<file path="src/rpdm_pkg.sv">
package rpdm_pkg;

  // Field widths of the pixel, table and register words.
  localparam int RAW_W    = 16;
  localparam int IDX_W    = 8;
  localparam int LEVEL_W  = 8;
  localparam int LIMIT_W  = 16;
  localparam int OFFSET_W = 25;
  localparam int GAIN_W   = 32;
  localparam int CFG_W    = 32;

  // Datapath widths: Q8 difference, Q24 product, Q24 biased value.
  localparam int DIFF_W = RAW_W + 8 + 2;
  localparam int PROD_W = DIFF_W + GAIN_W;
  localparam int VAL_W  = PROD_W + 1;
  localparam int FRAC_W = 24;

  typedef logic [1:0] cfg_index_t;

  localparam cfg_index_t CFG_GOOD_LIMIT   = 2'd0;
  localparam cfg_index_t CFG_BLACK_OFFSET = 2'd1;
  localparam cfg_index_t CFG_GAIN         = 2'd2;

  typedef enum logic {
    REQ_PIXEL = 1'b0,
    REQ_TABLE = 1'b1
  } req_t;

endpackage

</file>
<file path="src/raw_pixel_display_mapper.sv">
// Raw pixel to display mapper. Each input word is either a pixel to map or a
// write of one gamma table entry (req_type). A pixel above good_limit comes out
// pure red; otherwise the block forms 128 + gain_q16 * (raw - black_offset_q8)
// exactly in Q24, clamps it to 0..255, rounds half up to an 8-bit index and
// emits the gamma table entry at that index as gray on red, green and blue.
// Table entries must be written before any pixel reads them. Throughput is one
// word per clock unless the output stalls; a pixel passes stages 1 to 3 into
// the output register, and a table write occupies one pipeline slot and gives
// no result. The four stages are: offset subtract and limit compare, one 26x32
// signed multiply, bias add with clamp and rounding, then the table read into
// the output register. Table writes and pixel reads hit the table in the same
// stage, so every pixel sees exactly the writes accepted before it. There is no
// clearing pass after reset. Offset and limit act on words accepted after a
// write, gain on words in stage 1 too; write them only while the block is idle.
module raw_pixel_display_mapper #(
  parameter int RAW_BITS = 16
) (
  input  logic                       clk,
  input  logic                       rst,
  // Configuration write channel
  input  logic                       cfg_valid,
  output logic                       cfg_ready,
  input  rpdm_pkg::cfg_index_t       cfg_index,
  input  logic [rpdm_pkg::CFG_W-1:0] cfg_data,
  // Input words
  input  logic                       in_valid,
  output logic                       in_ready,
  input  logic                       req_type,
  input  logic [rpdm_pkg::RAW_W-1:0] raw_pixel,
  input  logic [rpdm_pkg::IDX_W-1:0] table_index,
  input  logic [rpdm_pkg::LEVEL_W-1:0] table_value,
  // Result words
  output logic                       out_valid,
  input  logic                       out_ready,
  output logic [rpdm_pkg::LEVEL_W-1:0] red,
  output logic [rpdm_pkg::LEVEL_W-1:0] green,
  output logic [rpdm_pkg::LEVEL_W-1:0] blue
);
  import rpdm_pkg::*;

  // Raw bits above RAW_BITS are ignored.
  localparam logic [RAW_W-1:0] RAW_MASK =
    (RAW_BITS >= RAW_W) ? {RAW_W{1'b1}} : RAW_W'((64'd1 << RAW_BITS) - 64'd1);

  // 128 and 255 in Q24.
  localparam logic signed [VAL_W-1:0] MID_Q24 =
    {{(VAL_W-FRAC_W-8){1'b0}}, 8'd128, {FRAC_W{1'b0}}};
  localparam logic signed [VAL_W-1:0] TOP_Q24 =
    {{(VAL_W-FRAC_W-8){1'b0}}, 8'd255, {FRAC_W{1'b0}}};

  // Configuration registers
  logic [LIMIT_W-1:0]         good_limit;
  logic signed [OFFSET_W-1:0] black_offset_q8;
  logic signed [GAIN_W-1:0]   gain_q16;

  assign cfg_ready = 1'b1;

  always_ff @(posedge clk) begin
    if (rst) begin
      good_limit      <= {LIMIT_W{1'b1}};
      black_offset_q8 <= '0;
      gain_q16        <= GAIN_W'(32'sd65536);
    end else if (cfg_valid && cfg_ready) begin
      case (cfg_index)
        CFG_GOOD_LIMIT:   good_limit      <= cfg_data[LIMIT_W-1:0];
        CFG_BLACK_OFFSET: black_offset_q8 <= cfg_data[OFFSET_W-1:0];
        CFG_GAIN:         gain_q16        <= cfg_data[GAIN_W-1:0];
        default: ;  // unknown register: drop the write
      endcase
    end
  end

  // Pipeline valid bits and per-stage advance. A stage moves when it is empty
  // or the stage after it moves.
  logic s1_valid, s2_valid, s3_valid;
  logic adv1, adv2, adv3, adv_o;

  assign adv_o    = !out_valid || out_ready;
  assign adv3     = !s3_valid || adv_o;
  assign adv2     = !s2_valid || adv3;
  assign adv1     = !s1_valid || adv2;
  assign in_ready = adv1;

  // Stage 1: subtract the black offset (Q8) and compare against the limit.
  logic [RAW_W-1:0]         raw_m;
  logic signed [DIFF_W-1:0] diff_next;
  logic                     over_next;

  logic                     s1_write, s1_over;
  logic signed [DIFF_W-1:0] s1_diff;
  logic [IDX_W-1:0]         s1_index;
  logic [LEVEL_W-1:0]       s1_value;

  assign raw_m     = raw_pixel & RAW_MASK;
  assign diff_next = $signed({2'b00, raw_m, 8'h00}) - DIFF_W'(black_offset_q8);
  assign over_next = raw_m > good_limit;

  always_ff @(posedge clk) begin
    if (rst) begin
      s1_valid <= 1'b0;
    end else if (adv1) begin
      s1_valid <= in_valid;
    end
    if (adv1 && in_valid) begin
      s1_write <= (req_t'(req_type) == REQ_TABLE);
      s1_over  <= over_next;
      s1_diff  <= diff_next;
      s1_index <= table_index;
      s1_value <= table_value;
    end
  end

  // Stage 2: multiply by the gain, Q8 x Q16 -> Q24.
  logic signed [PROD_W-1:0] prod_next;

  logic                     s2_write, s2_over;
  logic signed [PROD_W-1:0] s2_prod;
  logic [IDX_W-1:0]         s2_index;
  logic [LEVEL_W-1:0]       s2_value;

  assign prod_next = PROD_W'(s1_diff) * PROD_W'(gain_q16);

  always_ff @(posedge clk) begin
    if (rst) begin
      s2_valid <= 1'b0;
    end else if (adv2) begin
      s2_valid <= s1_valid;
    end
    if (adv2 && s1_valid) begin
      s2_write <= s1_write;
      s2_over  <= s1_over;
      s2_prod  <= prod_next;
      s2_index <= s1_index;
      s2_value <= s1_value;
    end
  end

  // Stage 3: add the mid-level bias, clamp to 0..255 and round half up.
  // Inside the clamp range the rounded index cannot pass 255.
  logic signed [VAL_W-1:0] v_q24;
  logic [IDX_W-1:0]        idx_next;

  logic                    s3_write, s3_over;
  logic [IDX_W-1:0]        s3_idx;
  logic [LEVEL_W-1:0]      s3_value;

  assign v_q24 = VAL_W'(s2_prod) + MID_Q24;

  always_comb begin
    if (v_q24[VAL_W-1]) begin
      idx_next = '0;
    end else if (v_q24 > TOP_Q24) begin
      idx_next = {IDX_W{1'b1}};
    end else begin
      idx_next = v_q24[FRAC_W+IDX_W-1:FRAC_W] + IDX_W'(v_q24[FRAC_W-1]);
    end
  end

  always_ff @(posedge clk) begin
    if (rst) begin
      s3_valid <= 1'b0;
    end else if (adv3) begin
      s3_valid <= s2_valid;
    end
    if (adv3 && s2_valid) begin
      s3_write <= s2_write;
      s3_over  <= s2_over;
      // A table write carries its entry address in the index slot.
      s3_idx   <= s2_write ? s2_index : idx_next;
      s3_value <= s2_value;
    end
  end

  // Stage 4: gamma table. Writes and reads share this stage to keep order.
  logic [LEVEL_W-1:0] gamma_mem [2**IDX_W];
  logic [LEVEL_W-1:0] out_level;
  logic               out_over;

  always_ff @(posedge clk) begin
    if (adv_o && s3_valid) begin
      if (s3_write) begin
        gamma_mem[s3_idx] <= s3_value;
      end else begin
        out_level <= gamma_mem[s3_idx];
        out_over  <= s3_over;
      end
    end
  end

  always_ff @(posedge clk) begin
    if (rst) begin
      out_valid <= 1'b0;
    end else if (adv_o) begin
      // Table writes leave a bubble: no result word.
      out_valid <= s3_valid && !s3_write;
    end
  end

  assign red   = out_over ? {LEVEL_W{1'b1}} : out_level;
  assign green = out_over ? '0 : out_level;
  assign blue  = out_over ? '0 : out_level;

`ifndef SYNTH
  // A table write leaving stage 3 never turns into a result word.
  a_write_no_result: assert property (@(posedge clk) disable iff (rst)
    (s3_valid && s3_write && adv_o) |=> !out_valid)
    else $error("table write produced a result word");

  // An empty output register lets the whole pipe move, so input is open.
  a_empty_ready: assert property (@(posedge clk) disable iff (rst)
    !out_valid |-> in_ready)
    else $error("input stalled with empty output register");

  // A negative biased value clamps to index zero.
  a_clamp_low: assert property (@(posedge clk) disable iff (rst)
    (adv3 && s2_valid && !s2_write && v_q24[VAL_W-1]) |=> (s3_idx == '0))
    else $error("negative value not clamped to zero");

  // A pixel over the limit in stage 3 reaches the output flagged as over.
  a_over_flag: assert property (@(posedge clk) disable iff (rst)
    (adv_o && s3_valid && !s3_write && s3_over) |=> (out_valid && out_over))
    else $error("over-limit pixel lost its flag");
`endif

endmodule

</file>
<file path="config.mk">
export PLATFORM = sky130hd
export DESIGN_NAME = raw_pixel_display_mapper
export DESIGN_NICKNAME = d
export VERILOG_FILES = /design/src/rpdm_pkg.sv /design/src/raw_pixel_display_mapper.sv
export SDC_FILE = /design/constraint.sdc
export NUM_CORES = 2
export LEC_CHECK = 0
export ABC_AREA = 1
export BUFFER_PORTS_ARGS = -buffer_cell sky130_fd_sc_hd__buf_4
export CORE_UTILIZATION = 45
export CTS_CLUSTER_SIZE = 8
export DETAILED_ROUTE_END_ITERATION = 16
export GPL_TIMING_DRIVEN = 0
export PLACE_DENSITY = 0.71
export SETUP_SLACK_MARGIN = 0.05
export SKIP_CTS_REPAIR_TIMING = 1
export SYNTH_ARGS = -nofsm -noshare
export SYNTH_HDL_FRONTEND = slang
export SYNTH_SLANG_ARGS = --single-unit
</file>
<file path="constraint.sdc">
create_clock -name clk -period 16.3 [get_ports clk]
set_input_delay 2.445 -clock clk [delete_from_list [all_inputs] [get_ports clk]]
set_output_delay 2.445 -clock clk [all_outputs]
set_load 0.01 [all_outputs]
</file>
==> results_dict.tcl <==
set metrics [dict create \
    status "finished, violations left" \
    violations "max-capacitance violations, max-slew violations" \
    syn_avg_cell_area_sq_um 12.1 \
    viasPerCell 6.45 \
    wire_per_inst_um 43.3 \
    dr_wl_met2_mm 262 \
    ios 99 \
    worstHoldStart "s1_value[4]" \
    syn_area_sq_um 117000 \
    die_area_sq_um 262000 \
    setup_violations 0 \
    syn_to_final_growth_pct 14.8 \
    routed-wl-met3_mm 74.4 \
    clock_latency_ns 0.94 \
    totalWireLength_mm 596 \
    routed.top_layer "met5" \
    netlist-cell-type-count 46 \
    drive_above_1_share 0.0881 \
    io_buffers 97 \
    ys_ff_latch 2272 \
    rrSetupSlack_ns 5.99 \
    crit_type "reg2reg" \
    peakVddDrop_v 0.000112 \
    nFillCells 22300 \
    num_rows 186 \
    synth_top_area_frac 0.563 \
    path_buf_inv 7 \
    place_hpwl_mm 443 \
    fmax_mhz 97.0 \
    nNetsFinal 11300 \
    synth.most_common_cell "edfxtp_1" \
    min_path_type "reg2reg" \
    post-route-period-util 0.632 \
    slowest_stage "clkbuf_1" \
    h-tree-depth 5 \
    die_w_um 512 \
    vias 88700 \
    gp_congestion 1.09 \
    core-area_sq_um 258000 \
    cts-buffers-inserted 330 \
    yosysSeqAreaShare 0.576 \
    drv_slew 233 \
    worst_path_most_repeated_cell "fa_1" \
    regArea_sq_um 67500 \
    cts_tree "done" \
    cts.reportedPaths.clkPinSlew_ns 0.05 \
    synthArstFlopShare 0 \
    holdPathEnd "s2_value[4]" \
    grt_max_degree 65 \
    crit_arrival_ns 10.89 \
    synth_top_flop_cell "edfxtp_1" \
    synth_common_cells "edfxtp_1 (2195), nand2_1 (1757), inv_1 (1410)" \
    cts.sinks 2272 \
    ys_warn_count 0 \
    relSlewSlack -0.151 \
    critPathCaptureType "flip-flop" \
    power_frac_clock 0.341 \
    overflow 0 \
    p_switching_w 0.00658 \
    cts_root_buffer "clkbuf_16" \
    p_seq_frac 0.364 \
    cp_max_fo 10 \
    yosys-top-cells-area "edfxtp_1 (56%), fa_1 (15%), a22oi_1 (6.5%)" \
    intPower_w 0.0118 \
    crit_chain "clkbuf_1 -> clkbuf_1 -> nand2_1 -> fa_1 -> inv_1 -> fa_1 -> inv_1 -> fa_1 -> fa_1 -> inv_1 -> fa_1 -> fa_1 -> inv_1 -> fa_1 -> inv_1 -> ha_1 -> a21oi_1 -> o21ai_0 -> a21oi_1 -> o211ai_1 -> xor2_1" \
    finish.utilization 0.521 \
    pre_cts_ws_ns 6.43 \
    r2r_end "s2_prod[25]" \
    ant_nets 0 \
    leakagePower_nw 53.7 \
    multiInputGateArea_sq_um 42300 \
    fin_ws_ns 5.99 \
    syn_inst 9656 \
    grt_pass1_vias 86500 \
    die_h_um 512 \
    reg2reg_from "gain_q16[19]" \
    rsz0062_at_grt "false" \
    fin_crit_ns 10.31 \
    worst_pin_slew_ns 1.73 \
    finalSetupTns_ns 0 \
    drc 0 \
    crit_required_ns 16.88 \
    p_sw_frac 0.358 \
    path_delay_family "adder cells" \
    drtIter0Drc 14200 \
    dr.pass1.iters 8 \
    grt_pass1_wl_mm 778 \
    cp_slowest_stage_delay_ns 0.98 \
    start_util 0.454 \
    syn-num-nets 10800 \
    antenna_found_initial 73 \
    skew_ns 0.0745 \
    yosys.area.top_type "edfxtp_1" \
    hold_viol 0 \
    p_comb_frac 0.295 \
    powerDensity_nw_per_um2 137 \
    min_path_cells 0 \
    max-cap-violations 33 \
    wl_met1_mm 189 \
    start_kind "flip-flop" \
    synth-edff-count 2195 \
    reg2regPathDepth 21 \
    clockBufferDepth 4 \
    grt_util_all_layers 0.452 \
]
==> area by class of cell <==
cell class,count,share of cell area
multi-input cells,5445,0.314
well taps,3384,0.0315
clock buffers,376,0.0634
diodes,76,0.00141
clock inverters,29,0.00316
flip-flops and latches,2272,0.502
inverters,1423,0.0398
repair buffers,233,0.0277
plain buffers,516,0.0170
==> per-stage QoR <==
| step | hold slack (ns) | total power, W | cell area (sq um) | cells |
|---|---|---|---|---|
| after global routing | 0.399 | 0.0189 | 134000 | 13700 |
| after detailed placement | 0.405 | 0.0121 | 125000 | 13300 |
| final | 0.387 | 0.0184 | 134000 | 13800 |
| after global placement | 0.402 | 0.0121 | 122000 | 13100 |
| after CTS | 0.388 | 0.0182 | 134000 | 13700 |
| after floorplan | 0.400 | 0.00974 | 117000 | 9656 |
==> routing by layer <==
metal,up-vias,track usage
li1,34100,-
met1,44600,0.492
met2,7585,0.684
met3,2341,0.157
met4,34,0.438
met5,-,0
==> sequential cells by signal, summed over array words and instances, names as in the netlist, 8 cells and up <==
name	flops
black_offset_q8	25
s2_prod	58
good_limit	16
gamma_mem	2048
s1_index	8
s3_value	8
s3_idx	8
s2_index	8
s1_diff	26
s2_value	8
s1_value	8
gain_q16	32
out_level	8
==> cell families after synthesis <==
logic type,share of synthesized area
flops,0.576
buf+inv,0.0646
fa+ha+maj,0.167
other cells,0.0000320
compound gates,0.100
simple gates,0.0850
xor+xnor,0.00725
==> power groups by stage <==
stage	clock network, W	registers, W	logic, W
3_3_place_gp	0	0.00687	0.00519
2_1_floorplan	0	0.00677	0.00296
3_5_place_dp	0	0.00681	0.00529
4_1_cts	0.00619	0.00671	0.00531
5_1_grt	0.00643	0.00671	0.00575
6_report	0.00628	0.00671	0.00543
==> worst max path at each step <==
stage	from	to	slack, ns	cells after the start
2_1_floorplan	gain_q16[31]	s2_prod[54]	9.65	22
3_3_place_gp	gain_q16[24]	s2_prod[35]	6.45	23
3_5_place_dp	gain_q16[19]	s2_prod[25]	6.43	21
4_1_cts	gain_q16[19]	s2_prod[25]	6.39	21
5_1_grt	gain_q16[19]	s2_prod[41]	6.14	24
6_report	gain_q16[19]	s2_prod[25]	5.99	21
==> cell usage in the layout, fill, tap and decap left out, drive strengths merged, types with 20 or more instances in the layout <==
master  netlist  layout
edfxtp     2195    2195
nand2      1758    1758
inv        1417    1428
a22oi      1021    1021
fa          854     854
clkbuf      296     672
nor2        539     539
a21oi       466     466
buf         220     453
ha          195     195
o21ai       114     114
dfxtp        77      77
nand3        77      77
diode         0      76
nor3         66      66
xor2         62      62
or2          59      59
o31ai        46      46
xnor2        35      35
nand4        23      23
o211ai       22      22
clkinv        6      22
a31oi        20      20
No activity file was read; power rests on OpenSTA's default activity.
